`src/rtl/sbll_pkg.sv`:
```
`default_nettype none

package sbll_pkg;

	localparam int DEF_CAPACITY   = 64;
	localparam int DEF_DATA_WIDTH = 32;

	localparam int CMD_W = 4;
	localparam int ST_W  = 2;

	// command codes
	localparam logic [CMD_W-1:0] CMD_APPEND    = 4'd0;
	localparam logic [CMD_W-1:0] CMD_PREPEND   = 4'd1;
	localparam logic [CMD_W-1:0] CMD_GET       = 4'd2;
	localparam logic [CMD_W-1:0] CMD_SET       = 4'd3;
	localparam logic [CMD_W-1:0] CMD_INSERT    = 4'd4;
	localparam logic [CMD_W-1:0] CMD_DEL_FIRST = 4'd5;
	localparam logic [CMD_W-1:0] CMD_DEL_LAST  = 4'd6;
	localparam logic [CMD_W-1:0] CMD_DEL_AT    = 4'd7;
	localparam logic [CMD_W-1:0] CMD_REVERSE   = 4'd8;

	// status codes
	localparam logic [ST_W-1:0] ST_OK    = 2'd0;
	localparam logic [ST_W-1:0] ST_RANGE = 2'd1;
	localparam logic [ST_W-1:0] ST_FULL  = 2'd2;
	localparam logic [ST_W-1:0] ST_EMPTY = 2'd3;

endpackage

`default_nettype wire

```
`src/rtl/sbll_ram.sv`:
```
`default_nettype none

// simple dual-port RAM, one write and one registered read
module sbll_ram #(
	parameter int WIDTH = 32,
	parameter int DEPTH = 64
) (
	input  wire logic                     clk,
	input  wire logic                     we,
	input  wire logic [$clog2(DEPTH)-1:0] waddr,
	input  wire logic [WIDTH-1:0]         wdata,
	input  wire logic [$clog2(DEPTH)-1:0] raddr,
	output logic      [WIDTH-1:0]         rdata
);

	logic [WIDTH-1:0] mem [DEPTH];

	always_ff @(posedge clk) begin
		if (we) begin
			mem[waddr] <= wdata;
		end
		rdata <= mem[raddr];
	end

endmodule

`default_nettype wire

```
`src/rtl/bounded_singly_linked_list.sv`:
```
`default_nettype none

// Sequencing: append, prepend, delete first and the error/no-op cases need no walk through
//   link memory; indexed commands walk toward the index and reverse walks the whole list,
//   each at one link a cycle.
// Throughput: one command at a time; the next one is taken the cycle after the result is
//   loaded, while that result may still be waiting to be taken.
// Reset: arst_n clears the list to empty at once; no memory clearing pass is needed.
module bounded_singly_linked_list #(
	parameter int CAPACITY   = sbll_pkg::DEF_CAPACITY,
	parameter int DATA_WIDTH = sbll_pkg::DEF_DATA_WIDTH
) (
	input  wire logic                               clk,
	input  wire logic                               arst_n,
	// command channel
	input  wire logic                               cmd_valid,
	output logic                                    cmd_stall,
	input  wire logic [sbll_pkg::CMD_W-1:0]         command,
	input  wire logic [$clog2(CAPACITY+1)-1:0]      position,
	input  wire logic signed [DATA_WIDTH-1:0]       item_value,
	// response channel
	output logic                                    rsp_valid,
	input  wire logic                               rsp_stall,
	output logic [sbll_pkg::ST_W-1:0]               status,
	output logic signed [DATA_WIDTH-1:0]            read_value,
	output logic [$clog2(CAPACITY+1)-1:0]           list_length,
	output logic signed [DATA_WIDTH-1:0]            first_value,
	output logic signed [DATA_WIDTH-1:0]            last_value
);

	// PW holds a slot number plus the null marker (CAPACITY), and also a count 0..CAPACITY.
	localparam int PW = $clog2(CAPACITY + 1);
	localparam int SW = $clog2(CAPACITY);
	localparam logic [PW-1:0] NIL = PW'(CAPACITY);

	// sequencer states
	localparam logic [3:0] S_IDLE    = 4'd0;
	localparam logic [3:0] S_DISP    = 4'd1;   // decode, range checks, slot allocation
	localparam logic [3:0] S_WALK    = 4'd2;   // follow one link per cycle
	localparam logic [3:0] S_POST    = 4'd3;   // act on the slot the walk reached
	localparam logic [3:0] S_APP2    = 4'd4;   // hook new node behind old tail
	localparam logic [3:0] S_INS_RD  = 4'd5;   // new node takes predecessor's link
	localparam logic [3:0] S_INS_LNK = 4'd6;   // predecessor points at new node
	localparam logic [3:0] S_GET     = 4'd7;
	localparam logic [3:0] S_DF_RD   = 4'd8;   // next of old head arrives
	localparam logic [3:0] S_HD_RD   = 4'd9;   // new head data arrives
	localparam logic [3:0] S_TL_RD   = 4'd10;  // new tail data arrives
	localparam logic [3:0] S_DA_V    = 4'd11;  // victim slot arrives
	localparam logic [3:0] S_DA_W    = 4'd12;  // victim's successor arrives
	localparam logic [3:0] S_REV     = 4'd13;  // flip one link per cycle
	localparam logic [3:0] S_DONE    = 4'd14;

	// what to do once a walk ends
	localparam logic [2:0] OP_GET   = 3'd0;
	localparam logic [2:0] OP_SET   = 3'd1;
	localparam logic [2:0] OP_INS   = 3'd2;
	localparam logic [2:0] OP_DLAST = 3'd3;
	localparam logic [2:0] OP_DMID  = 3'd4;

	// control state
	logic [3:0]    state_q, state_d;
	logic [PW-1:0] head_q, head_d;
	logic [PW-1:0] tail_q, tail_d;
	logic [PW-1:0] count_q, count_d;
	logic [PW-1:0] stk_q, stk_d;        // entries on the free-slot stack
	logic [PW-1:0] fresh_q, fresh_d;    // slots handed out at least once since reset
	logic          rsp_valid_q, rsp_valid_d;

	// per-transaction working registers
	logic [sbll_pkg::CMD_W-1:0] cmd_q, cmd_d;
	logic [PW-1:0]              pos_q, pos_d;
	logic [DATA_WIDTH-1:0]      val_q, val_d;
	logic [2:0]                 op_q, op_d;
	logic [PW-1:0]              cur_q, cur_d;
	logic [PW-1:0]              prev_q, prev_d;
	logic [PW-1:0]              aux_q, aux_d;
	logic [PW-1:0]              new_q, new_d;
	logic [PW-1:0]              steps_q, steps_d;
	logic [DATA_WIDTH-1:0]      hdat_q, hdat_d;   // cached head and tail values
	logic [DATA_WIDTH-1:0]      tdat_q, tdat_d;
	logic [sbll_pkg::ST_W-1:0]  st_q, st_d;
	logic [DATA_WIDTH-1:0]      rv_q, rv_d;

	// response register
	logic [sbll_pkg::ST_W-1:0] status_q, status_d;
	logic [DATA_WIDTH-1:0]     read_value_q, read_value_d;
	logic [PW-1:0]             list_length_q, list_length_d;
	logic [DATA_WIDTH-1:0]     first_value_q, first_value_d;
	logic [DATA_WIDTH-1:0]     last_value_q, last_value_d;

	// memory ports
	logic                  data_we;
	logic [SW-1:0]         data_waddr, data_raddr;
	logic [DATA_WIDTH-1:0] data_wdata, data_rdata;
	logic                  link_we;
	logic [SW-1:0]         link_waddr, link_raddr;
	logic [PW-1:0]         link_wdata, link_rdata;
	logic                  free_we;
	logic [SW-1:0]         free_waddr, free_raddr;
	logic [SW-1:0]         free_wdata, free_rdata;

	// decode helpers
	logic          accept;
	logic          full, empty;
	logic [PW-1:0] last_idx;
	logic [PW-1:0] new_slot;
	logic          do_app, do_pre, do_dfirst, do_dlast;
	logic          alloc_go, rel_go;
	logic [PW-1:0] rel_slot;
	logic          walk_go;
	logic [PW-1:0] walk_n;
	logic [2:0]    walk_op;

	sbll_ram #(.WIDTH(DATA_WIDTH), .DEPTH(CAPACITY)) u_data (
		.clk   (clk),
		.we    (data_we),
		.waddr (data_waddr),
		.wdata (data_wdata),
		.raddr (data_raddr),
		.rdata (data_rdata)
	);

	sbll_ram #(.WIDTH(PW), .DEPTH(CAPACITY)) u_link (
		.clk   (clk),
		.we    (link_we),
		.waddr (link_waddr),
		.wdata (link_wdata),
		.raddr (link_raddr),
		.rdata (link_rdata)
	);

	sbll_ram #(.WIDTH(SW), .DEPTH(CAPACITY)) u_free (
		.clk   (clk),
		.we    (free_we),
		.waddr (free_waddr),
		.wdata (free_wdata),
		.raddr (free_raddr),
		.rdata (free_rdata)
	);

	assign cmd_stall = (state_q != S_IDLE);
	assign accept    = cmd_valid && !cmd_stall;

	// Top of the free stack is read constantly; stk_q holds still from IDLE to DISP,
	// so the popped slot is ready in DISP.
	assign free_raddr = SW'(stk_q - PW'(1));

	assign full     = (count_q == NIL);
	assign empty    = (count_q == '0);
	assign last_idx = count_q - PW'(1);
	// Reuse released slots first, otherwise hand out the next never-used one.
	assign new_slot = (stk_q != '0) ? PW'(free_rdata) : fresh_q;

	assign rsp_valid   = rsp_valid_q;
	assign status      = status_q;
	assign read_value  = read_value_q;
	assign list_length = list_length_q;
	assign first_value = first_value_q;
	assign last_value  = last_value_q;

	always_comb begin
		state_d       = state_q;
		head_d        = head_q;
		tail_d        = tail_q;
		count_d       = count_q;
		stk_d         = stk_q;
		fresh_d       = fresh_q;
		rsp_valid_d   = rsp_valid_q && rsp_stall;
		cmd_d         = cmd_q;
		pos_d         = pos_q;
		val_d         = val_q;
		op_d          = op_q;
		cur_d         = cur_q;
		prev_d        = prev_q;
		aux_d         = aux_q;
		new_d         = new_q;
		steps_d       = steps_q;
		hdat_d        = hdat_q;
		tdat_d        = tdat_q;
		st_d          = st_q;
		rv_d          = rv_q;
		status_d      = status_q;
		read_value_d  = read_value_q;
		list_length_d = list_length_q;
		first_value_d = first_value_q;
		last_value_d  = last_value_q;

		data_we    = 1'b0;
		data_waddr = '0;
		data_wdata = val_q;
		data_raddr = '0;
		link_we    = 1'b0;
		link_waddr = '0;
		link_wdata = NIL;
		link_raddr = '0;
		free_we    = 1'b0;
		free_waddr = SW'(stk_q);
		free_wdata = '0;

		do_app    = 1'b0;
		do_pre    = 1'b0;
		do_dfirst = 1'b0;
		do_dlast  = 1'b0;
		alloc_go  = 1'b0;
		rel_go    = 1'b0;
		rel_slot  = head_q;
		walk_go   = 1'b0;
		walk_n    = '0;
		walk_op   = OP_GET;

		unique case (state_q)
			S_IDLE: begin
				if (accept) begin
					cmd_d   = command;
					pos_d   = position;
					val_d   = item_value;
					st_d    = sbll_pkg::ST_OK;
					rv_d    = '0;
					state_d = S_DISP;
				end
			end

			S_DISP: begin
				state_d = S_DONE;
				case (cmd_q)
					sbll_pkg::CMD_APPEND: begin
						if (full) st_d = sbll_pkg::ST_FULL;
						else do_app = 1'b1;
					end
					sbll_pkg::CMD_PREPEND: begin
						if (full) st_d = sbll_pkg::ST_FULL;
						else do_pre = 1'b1;
					end
					sbll_pkg::CMD_GET, sbll_pkg::CMD_SET: begin
						if (pos_q >= count_q) begin
							st_d = sbll_pkg::ST_RANGE;
						end else begin
							walk_go = 1'b1;
							walk_n  = pos_q;
							walk_op = (cmd_q == sbll_pkg::CMD_GET) ? OP_GET : OP_SET;
						end
					end
					sbll_pkg::CMD_INSERT: begin
						// index equal to the length appends
						if (pos_q > count_q) begin
							st_d = sbll_pkg::ST_RANGE;
						end else if (full) begin
							st_d = sbll_pkg::ST_FULL;
						end else if (pos_q == '0) begin
							do_pre = 1'b1;
						end else if (pos_q == count_q) begin
							do_app = 1'b1;
						end else begin
							alloc_go = 1'b1;
							walk_go  = 1'b1;
							walk_n   = pos_q - PW'(1);
							walk_op  = OP_INS;
						end
					end
					sbll_pkg::CMD_DEL_FIRST: begin
						if (empty) st_d = sbll_pkg::ST_EMPTY;
						else do_dfirst = 1'b1;
					end
					sbll_pkg::CMD_DEL_LAST: begin
						if (empty) st_d = sbll_pkg::ST_EMPTY;
						else do_dlast = 1'b1;
					end
					sbll_pkg::CMD_DEL_AT: begin
						if (empty) begin
							st_d = sbll_pkg::ST_EMPTY;
						end else if (pos_q >= count_q) begin
							st_d = sbll_pkg::ST_RANGE;
						end else if (pos_q == '0) begin
							do_dfirst = 1'b1;
						end else if (pos_q == last_idx) begin
							do_dlast = 1'b1;
						end else begin
							walk_go = 1'b1;
							walk_n  = pos_q - PW'(1);
							walk_op = OP_DMID;
						end
					end
					sbll_pkg::CMD_REVERSE: begin
						if (empty) begin
							st_d = sbll_pkg::ST_EMPTY;
						end else begin
							link_raddr = SW'(head_q);
							cur_d      = head_q;
							prev_d     = NIL;
							steps_d    = count_q;
							state_d    = S_REV;
						end
					end
					default: begin
						// undefined commands do nothing
					end
				endcase

				if (do_app) begin
					alloc_go   = 1'b1;
					data_we    = 1'b1;
					data_waddr = SW'(new_slot);
					link_we    = 1'b1;
					link_waddr = SW'(new_slot);
					link_wdata = NIL;
					tdat_d     = val_q;
					if (empty) begin
						head_d  = new_slot;
						tail_d  = new_slot;
						hdat_d  = val_q;
						count_d = count_q + PW'(1);
					end else begin
						state_d = S_APP2;
					end
				end

				if (do_pre) begin
					alloc_go   = 1'b1;
					data_we    = 1'b1;
					data_waddr = SW'(new_slot);
					link_we    = 1'b1;
					link_waddr = SW'(new_slot);
					link_wdata = empty ? NIL : head_q;
					head_d     = new_slot;
					hdat_d     = val_q;
					count_d    = count_q + PW'(1);
					if (empty) begin
						tail_d = new_slot;
						tdat_d = val_q;
					end
				end

				// single entry: both delete forms just empty the list
				if ((do_dfirst || do_dlast) && (count_q == PW'(1))) begin
					rel_go  = 1'b1;
					head_d  = NIL;
					tail_d  = NIL;
					count_d = '0;
				end else if (do_dfirst) begin
					rel_go     = 1'b1;
					count_d    = count_q - PW'(1);
					link_raddr = SW'(head_q);
					state_d    = S_DF_RD;
				end else if (do_dlast) begin
					walk_go = 1'b1;
					walk_n  = count_q - PW'(2);
					walk_op = OP_DLAST;
				end

				if (walk_go) begin
					op_d = walk_op;
					if (walk_n == '0) begin
						cur_d   = head_q;
						state_d = S_POST;
					end else begin
						link_raddr = SW'(head_q);
						steps_d    = walk_n;
						state_d    = S_WALK;
					end
				end

				if (alloc_go) begin
					new_d = new_slot;
					if (stk_q != '0) stk_d = stk_q - PW'(1);
					else fresh_d = fresh_q + PW'(1);
				end
			end

			S_WALK: begin
				cur_d   = link_rdata;
				steps_d = steps_q - PW'(1);
				if (steps_q == PW'(1)) begin
					state_d = S_POST;
				end else begin
					link_raddr = SW'(link_rdata);
				end
			end

			S_POST: begin
				state_d = S_DONE;
				case (op_q)
					OP_GET: begin
						data_raddr = SW'(cur_q);
						state_d    = S_GET;
					end
					OP_SET: begin
						data_we    = 1'b1;
						data_waddr = SW'(cur_q);
						if (pos_q == '0) hdat_d = val_q;
						if (pos_q == last_idx) tdat_d = val_q;
					end
					OP_INS: begin
						link_raddr = SW'(cur_q);
						state_d    = S_INS_RD;
					end
					OP_DLAST: begin
						// cur_q is the entry before the tail
						link_we    = 1'b1;
						link_waddr = SW'(cur_q);
						link_wdata = NIL;
						rel_go     = 1'b1;
						rel_slot   = tail_q;
						tail_d     = cur_q;
						count_d    = count_q - PW'(1);
						data_raddr = SW'(cur_q);
						state_d    = S_TL_RD;
					end
					OP_DMID: begin
						link_raddr = SW'(cur_q);
						state_d    = S_DA_V;
					end
					default: begin
					end
				endcase
			end

			S_APP2: begin
				link_we    = 1'b1;
				link_waddr = SW'(tail_q);
				link_wdata = new_q;
				tail_d     = new_q;
				count_d    = count_q + PW'(1);
				state_d    = S_DONE;
			end

			S_INS_RD: begin
				link_we    = 1'b1;
				link_waddr = SW'(new_q);
				link_wdata = link_rdata;
				data_we    = 1'b1;
				data_waddr = SW'(new_q);
				state_d    = S_INS_LNK;
			end

			S_INS_LNK: begin
				link_we    = 1'b1;
				link_waddr = SW'(cur_q);
				link_wdata = new_q;
				count_d    = count_q + PW'(1);
				state_d    = S_DONE;
			end

			S_GET: begin
				rv_d    = data_rdata;
				state_d = S_DONE;
			end

			S_DF_RD: begin
				head_d     = link_rdata;
				data_raddr = SW'(link_rdata);
				state_d    = S_HD_RD;
			end

			S_HD_RD: begin
				hdat_d  = data_rdata;
				state_d = S_DONE;
			end

			S_TL_RD: begin
				tdat_d  = data_rdata;
				state_d = S_DONE;
			end

			S_DA_V: begin
				aux_d      = link_rdata;
				link_raddr = SW'(link_rdata);
				state_d    = S_DA_W;
			end

			S_DA_W: begin
				link_we    = 1'b1;
				link_waddr = SW'(cur_q);
				link_wdata = link_rdata;
				rel_go     = 1'b1;
				rel_slot   = aux_q;
				count_d    = count_q - PW'(1);
				state_d    = S_DONE;
			end

			S_REV: begin
				// link_rdata is the successor of cur_q; read of it overlaps the flip
				link_we    = 1'b1;
				link_waddr = SW'(cur_q);
				link_wdata = prev_q;
				link_raddr = SW'(link_rdata);
				prev_d     = cur_q;
				cur_d      = link_rdata;
				steps_d    = steps_q - PW'(1);
				if (steps_q == PW'(1)) begin
					head_d  = cur_q;
					tail_d  = head_q;
					hdat_d  = tdat_q;
					tdat_d  = hdat_q;
					state_d = S_DONE;
				end
			end

			S_DONE: begin
				if (!rsp_valid_q || !rsp_stall) begin
					rsp_valid_d   = 1'b1;
					status_d      = st_q;
					read_value_d  = rv_q;
					list_length_d = count_q;
					first_value_d = empty ? '0 : hdat_q;
					last_value_d  = empty ? '0 : tdat_q;
					state_d       = S_IDLE;
				end
			end

			default: begin
				state_d = S_IDLE;
			end
		endcase

		if (rel_go) begin
			free_we    = 1'b1;
			free_wdata = SW'(rel_slot);
			stk_d      = stk_q + PW'(1);
		end
	end

	always_ff @(posedge clk or negedge arst_n) begin
		if (!arst_n) begin
			state_q     <= S_IDLE;
			head_q      <= NIL;
			tail_q      <= NIL;
			count_q     <= '0;
			stk_q       <= '0;
			fresh_q     <= '0;
			rsp_valid_q <= 1'b0;
		end else begin
			state_q     <= state_d;
			head_q      <= head_d;
			tail_q      <= tail_d;
			count_q     <= count_d;
			stk_q       <= stk_d;
			fresh_q     <= fresh_d;
			rsp_valid_q <= rsp_valid_d;
		end
	end

	always_ff @(posedge clk) begin
		cmd_q         <= cmd_d;
		pos_q         <= pos_d;
		val_q         <= val_d;
		op_q          <= op_d;
		cur_q         <= cur_d;
		prev_q        <= prev_d;
		aux_q         <= aux_d;
		new_q         <= new_d;
		steps_q       <= steps_d;
		hdat_q        <= hdat_d;
		tdat_q        <= tdat_d;
		st_q          <= st_d;
		rv_q          <= rv_d;
		status_q      <= status_d;
		read_value_q  <= read_value_d;
		list_length_q <= list_length_d;
		first_value_q <= first_value_d;
		last_value_q  <= last_value_d;
	end

`ifndef SYNTH
	// every slot handed out is either on the free stack or linked in the list
	a_slot_balance: assert property (@(posedge clk) disable iff (!arst_n)
		(state_q == S_IDLE) |-> ((fresh_q - stk_q) == count_q))
		else $error("slot accounting broken");

	a_empty_ptrs: assert property (@(posedge clk) disable iff (!arst_n)
		(state_q == S_IDLE) |->
		(((count_q == '0) == (head_q == NIL)) && ((count_q == '0) == (tail_q == NIL))))
		else $error("head/tail pointers disagree with length");

	a_steps_live: assert property (@(posedge clk) disable iff (!arst_n)
		((state_q == S_WALK) || (state_q == S_REV)) |-> (steps_q != '0))
		else $error("walk running with no steps left");

	a_rsp_from_done: assert property (@(posedge clk) disable iff (!arst_n)
		$rose(rsp_valid_q) |-> ($past(state_q) == S_DONE))
		else $error("response raised outside completion");
`endif

endmodule

`default_nettype wire
```
`config.mk`:
```
export PLATFORM = sky130hd
export DESIGN_NAME = bounded_singly_linked_list
export DESIGN_NICKNAME = d
export VERILOG_FILES = /design/src/rtl/sbll_pkg.sv /design/src/rtl/sbll_ram.sv /design/src/rtl/bounded_singly_linked_list.sv
export SDC_FILE = /design/constraint.sdc
export NUM_CORES = 2
export LEC_CHECK = 0
export CAP_MARGIN = 20
export CORE_MARGIN = 2
export CORE_UTILIZATION = 40
export DETAILED_ROUTE_END_ITERATION = 12
export DONT_BUFFER_PORTS = 1
export GPL_TIMING_DRIVEN = 0
export MAX_ROUTING_LAYER = met4
export PLACE_DENSITY = 0.54
export SYNTH_ARGS = -nofsm -noshare
export SYNTH_HDL_FRONTEND = slang
export SYNTH_SLANG_ARGS = --single-unit
```
`constraint.sdc`:
```
create_clock -name clk -period 9.02 [get_ports clk]
set_clock_uncertainty 0.05 [all_clocks]
set_input_delay 0.902 -clock clk [delete_from_list [all_inputs] [get_ports clk]]
set_output_delay 0.902 -clock clk [all_outputs]
set_load 0.01 [all_outputs]
```
# Yosys cells after proc, flatten, opt, wreduce, memory -nomap -nowiden

Memories as Yosys holds them, arrays and structs flattened. A register that Yosys moved wholly into a read port is not among the register bits.
Index checks and enable logic that the tools add are counted.

Order comparisons: 2
Eq/ne operators: 49
Reduce and logical (&&, ||, !) cells: 55
Multiply operators: 0
Shifts and indexed selects: 0
Muxes and demuxes: 187
Bitwise logic cells: 1
Divide/modulo/power cells: 0
Add/subtract/negate cells: 8

Operators by type and width:

| kind                                                                | count |
|---|---|
| 32-bit 2-to-1 mux                                                   | 13 |
| 7-bit 2-to-1 mux                                                    | 48 |
| 32-bit case mux with 4 select lines                                 | 2 |
| 6-bit 2-to-1 mux                                                    | 15 |
| 7-bit case mux with 4 select lines                                  | 3 |
| 32-bit case mux with 2 select lines                                 | 1 |
| 1-bit 2-to-1 mux                                                    | 54 |
| 7-bit case mux with 2 select lines                                  | 3 |
| 7-bit case mux with 3 select lines                                  | 2 |
| 4-bit case mux with 10 select lines                                 | 1 |
| 4-bit 2-to-1 mux                                                    | 9 |
| 4-bit by 3-bit == test with 1-bit output (second input constant)    | 8 |
| 4-bit == test (second input constant)                               | 8 |
| 6-bit case mux with 5 select lines                                  | 1 |
| 7-bit by 1-bit subtractor with 7-bit output (second input constant) | 4 |
| 2-bit 2-to-1 mux                                                    | 12 |
| 6-bit case mux with 2 select lines                                  | 2 |
| 6-bit case mux with 4 select lines                                  | 1 |
| 7-bit by 1-bit adder with 7-bit output (second input constant)      | 3 |
| 7-bit logical NOT                                                   | 3 |
| 3-bit 2-to-1 mux                                                    | 7 |
| 4-bit AND reduction                                                 | 5 |
| 4-bit nonzero test                                                  | 5 |
| 6-bit case mux with 3 select lines                                  | 1 |
| 39 further kinds                                                    | 91 |

Register bits after elaboration: 323
Memories: 3
RAM bits: 2880
Latch bits: 0
Bits of input ports: 47
ROM bits: 0
Output and inout bits: 107
Word-level logic and storage cells: 330

Memory list:

| name       | depth | width | read ports | clocked after memory_dff | wr ports | line           | text |
|---|---|---|---|---|---|---|---|
| u_data.mem | 64    | 32    | 1          | 1                        | 1        | sbll_ram.sv:16 | `logic [WIDTH-1:0] mem [DEPTH];` |
| u_link.mem | 64    | 7     | 1          | 1                        | 1        | sbll_ram.sv:16 |  |
| u_free.mem | 64    | 6     | 1          | 1                        | 1        | sbll_ram.sv:16 |  |

# Depth between registers and ports, before layout

Depth after elaboration: 16
Mapped depth: 22
Gate-level depth less buffers: 15

# Hierarchy

A second synthesis with hierarchy kept.

Cell total of the unflattened synthesis: 6399
Area, all modules: 127797.6 um2

Modules (own cells, without submodules):

| module                     | area each (um2) | cells an instance | instances | sequential area each (um2) |
|---|---|---|---|---|
| sbll_ram at u_data         | 79039.6         | 3511              | 1         | 62139.6 |
| sbll_ram at u_link         | 17635.7         | 827               | 1         | 13593.0 |
| bounded_singly_linked_list | 15916.5         | 1332              | 1         | 9475.3 |
| sbll_ram at u_free         | 15205.8         | 729               | 1         | 11651.2 |

# Worst setup path after synthesis

Ideal clock, no wire load.

Path type: register to register
From: register state_q[2]
To: register first_value_q[0] (netlist: first_value[0]) (enable)
Arrival: 8500 ps
Slack: -249 ps
Data required time: 8251 ps
Path buffers: 1
Library setup time: 719 ps
Clock period less this slack: 9269 ps
Cell stages (with the launch flop): 4
Path through: dfrtp_1 > clkbuf_1 > nand2_1 > nor3b_1

Longest elaborated chain between the ends: 2

Ends and longest elaborated chain:

| item                          | line                              | text |
|---|---|---|
| start: declaration            | bounded_singly_linked_list.sv:61  | `logic [3:0] state_q, state_d;` |
| start signal: assignment      | bounded_singly_linked_list.sv:532 | `state_q <= state_d;` |
| 4-bit == test                 | bounded_singly_linked_list.sv:211 | `unique case (state_q)` |
| 2-bit AND reduction (no line) | --                                |  |
| end signal: assignment        | bounded_singly_linked_list.sv:559 | `first_value_q <= first_value_d;` |
| end: declaration              | bounded_singly_linked_list.sv:88  | `logic [DATA_WIDTH-1:0] first_value_q, first_value_d;` |

No other way between the ends.
A chain may end at the register's enable or synchronous reset.

# Worst setup path in the final report

From: register state_q[3]
To: register u_data.rdata[6] (read register of u_data.mem)

Longest elaborated chain between the ends: 2
Elaborated cells on any way between the ends: 3
Classes of those cells: eq/ne: 2; mux: 1

Ends and longest elaborated chain:

| item                                                                             | line                              | text |
|---|---|---|
| 4-bit == test / 4-bit by 2-bit == test with 1-bit output (equally long branches) | bounded_singly_linked_list.sv:211 |  |
| 6-bit case mux with 2 select lines *                                             | bounded_singly_linked_list.sv:211 |  |
| end: declaration                                                                 | sbll_ram.sv:13                    | `output logic [WIDTH-1:0] rdata` |

Every way passes the cells marked *; elsewhere a longest branch is shown, timed or not.

==> parameters.txt <==
Parameter                              Value

Yosys
  Synth warn ... 0
  Synthesized Nets ... 9290
  Area share of the largest cell type after synthesis ... 72.8%
  Fraction of the yosys area taken by sequential cells ... 74.2%
  Distinct cells, synth ... 88
  Count of flip-flops with a built-in enable after synthesis ... 3096
  Average size of a mapped cell ... 13.8 µm²
  Post-synth design cell area ... 128000 µm²
  Most numerous cell types in the synthesized netlist ... edfxtp_1, nand2_1, nand3_1
  Post-synth top area cell ... edfxtp_1
  Share of async-settable or async-resettable flops after synthesis ... 1.16%
  Most area-consuming cells after synthesis ... edfxtp_1, nand2_1, a311oi_1
  Most common flop cell mapped by yosys ... edfxtp_1
  Number of synthesized register bits ... 3177
  Count leader, synth ... edfxtp_1
  Synthesized instance count ... 9221

Detailed routing
  Total number of vias ... 84162
  Length of the first detailed-routing pass in iterations ... 8
  Detailed Route WL ... 439000 µm
  Average vias per placed instance ... 5.89
  Detail Route Antenna Nets ... 0
  DRC violations left ... 0
  DRC marker count from the first detailed-route iteration ... 11950
  Mean routed wirelength per cell ... 30.7 µm

Placed design
  Final GP Congestion ... 0.980
  Count of input and output buffers ... 0
  Total placed cells including tap cells ... 13624
  Post-detailed-placement half-perimeter wirelength ... 317000 µm
  Area after DPL ... 139000 µm²

CTS
  Clock Sink Count ... 3177
  Total clock buffers created by CTS ... 333
  CTS clk-pin slew, worst paths ... 0.06 ns
  Post-CTS Setup Bufs ... 0
  Clock root buffer master ... clkbuf_16
  Number of buffers on the longest clock path ... 4
  H-tree levels ... 5
  Later-pin clock latency in the skew report ... 0.95 ns
  CTS tree ... built

STA
  Part of the cycle the worst path needs ... 84.9%
  FMAX ... 131 MHz
  Final TNS setup ... 0 ns
  Number of failing hold endpoints at the final stage ... 0
  Unrepaired setup endpoints after global routing ... false
  Post-route worst hold slack ... 0.0899 ns
  Time the worst path needs with I/O delays and setup ... 7.66 ns
  Headroom to the max-slew limit ... 9.14%
  Slew at the pin closest to its max-slew limit ... 1.35 ns
  Pins Over Slew Limit ... 0
  Number of endpoints failing setup at the final stage ... 0

Floorplanning
  Row count ... 207
  Vertical die dimension ... 569 µm
  Starting utilization of the core area ... 40.2%
  Die outline area ... 324000 µm²
  I/O pin total ... 154
  DIE WIDTH ... 569 µm
  Area of the core ... 318000 µm²

Finish
  Layout Cell Area excl Fill ... 150000 µm²
  Area delta synth->final ... 17.4%
  Final cell count without fillers ... 14299
  Registers with the most flip-flops ... u_data.mem (2048), u_free.mem (384), u_link.mem (384)
  Register containing the most flip-flops in the final layout ... u_data.mem
  Final #Nets ... 9907
  Final core utilization ... 47.2%
  Proportion of layout cells with a drive suffix above 1 ... 10.2%
  Number of flip-flops under the largest register name ... 2048

Pwr
  Power density of the placed cells ... 301 nW/µm²
  Net load switching power ... 0.0158 W
  Switch share ... 35.2%
  VDD IR-drop max ... 0.000190 V
  Static leakage ... 50.7 nW
  Cell internal pwr ... 0.0292 W
  Portion of total power attributed to combinational logic ... 29.2%
  Part of the total power dissipated in the clock network ... 30.3%
  Proportion of power drawn by flip-flops and latches ... 40.6%

Setup path
  Kind of end point of the critical path ... register
  Critical Setup Path Class ... register to register
  Critical path data arrival time ... 8.36 ns
  Kind of start point of the critical path ... register
  CP required ... 9.73 ns
  Critical Path Max Stage Delay ... 1.12 ns
  List of cells traversed by the critical path ... clkbuf_1 > or2_2 > clkbuf_1 > nor2_1 > nand2_1 > o21ai_1 > clkbuf_1 > clkbuf_1 > buf_2 > clkbuf_1 > nand3_1 > a31oi_1 > a21oi_1 > a211oi_1 > a21oi_1
  Cell repeated most along the worst path ... clkbuf_1
  Largest fanout on the critical path ... 10
  Cell at the slowest stage of the critical path ... a211oi_1
  Worst reg2reg path depth ... 15

Global route
  Initial antenna violation count ... 13
  Global-route wire length before repair ... 611000 µm
  Pin count of the biggest net entering global routing ... 45
  Vias in the first global route ... 79953
  All-Layer GR Usage ... 27.3%
  Leftover overflow at the end of global routing ... 0

Run
  Max-cap viol count ... 0

Worst hold path
  Number of instances on the worst hold path ... 2
  Worst min-delay path class ... input pin to register

Run status
  Result of the run ... finished, final reports clean
-- routing by layer --
layer  wire length [µm]  GRT usage, %  vias up
met5                  0             -        -
met4              28300          14.8        0
met3              34800          4.05      947
met2             206000          42.6     4329
met1             170000          34.4    42726
li1                   -             -    36160
-- worst max-delay path, delay by kind of cell (launching register included) --
kind,cells,cell delay (ns)
AND/OR/NAND/NOR,4,1.10
buffers and inverters,6,3.10
flip-flops,1,0.37
AO/OA/AOI/OAI,5,2.81
-- cell families after synthesis --
family	count (synthesis)	synth area share, %
compound gates	1287	7.41
xor+xnor	30	0.206
fa+ha+maj	22	0.216
buf+inv	679	2.15
flops	3177	74.2
mux	213	2.93
simple gates	3813	12.9
-- timing repair --
action / 4_1_cts / 5_1_grt
gates resized for setup: 0 / 0
setup endpoints to repair: 0 / 0
hold endpoints to repair: 80 / 0
hold buffers: 45 / 0
-- power groups by stage --
stage	clock, W	combinational [W]	sequential, W
floorplan	0	0.00665	0.0183
global placement	0	0.0118	0.0190
detailed placement	0	0.0128	0.0185
CTS	0.0138	0.0129	0.0182
global route	0.0143	0.0137	0.0183
finish	0.0136	0.0131	0.0183
-- path summary, 6_finish.rpt --
check / startpoint / to / slack [ns]
min in group asynchronous: arst_n / state_q[0] / 0.51
max in group asynchronous: arst_n / stk_q[2] / 8.13
worst max-delay path: state_q[3] / u_data.rdata[6] / 1.36
worst max register to register: state_q[3] / u_data.rdata[6] / 1.36
worst min-delay path: rsp_stall / rsp_valid / 0.09
worst min register to register: rv_q[5] / read_value[5] / 0.36
-- cell usage in the layout, fill, tap and decap left out, drive strengths merged, types with 140 or more instances in the layout --
cell type / instances
edfxtp: 3096
nand2: 2455
clkbuf: 938
nand3: 560
a311oi: 398
buf: 344
and3: 287
nor2: 267
a21oi: 252
a31oi: 150
clkinv: 140
-- through the flow --
stage | setup WS (ns) | power (W)
floorplan | 3.12 | 0.0250
global placement | -1.92 | 0.0308
detailed placement | 1.63 | 0.0313
CTS | 1.63 | 0.0449
global route | 1.50 | 0.0463
finish | 1.36 | 0.0450
-- area by class of cell --
class / instances / area (µm²)
Fill cell: 27691 / 168000
Clock buffer: 426 / 8930
Clock inverter: 181 / 1770
Tap cell: 4180 / 5230
Antenna cell: 9 / 22.5
Buffer: 618 / 2530
Sequential cell: 3177 / 94800
Multi-Input combinational cell: 5365 / 30800
Inverter: 61 / 229
Timing Repair Buffer: 282 / 5630
Note: power is estimated with default switching activity, not from simulation.
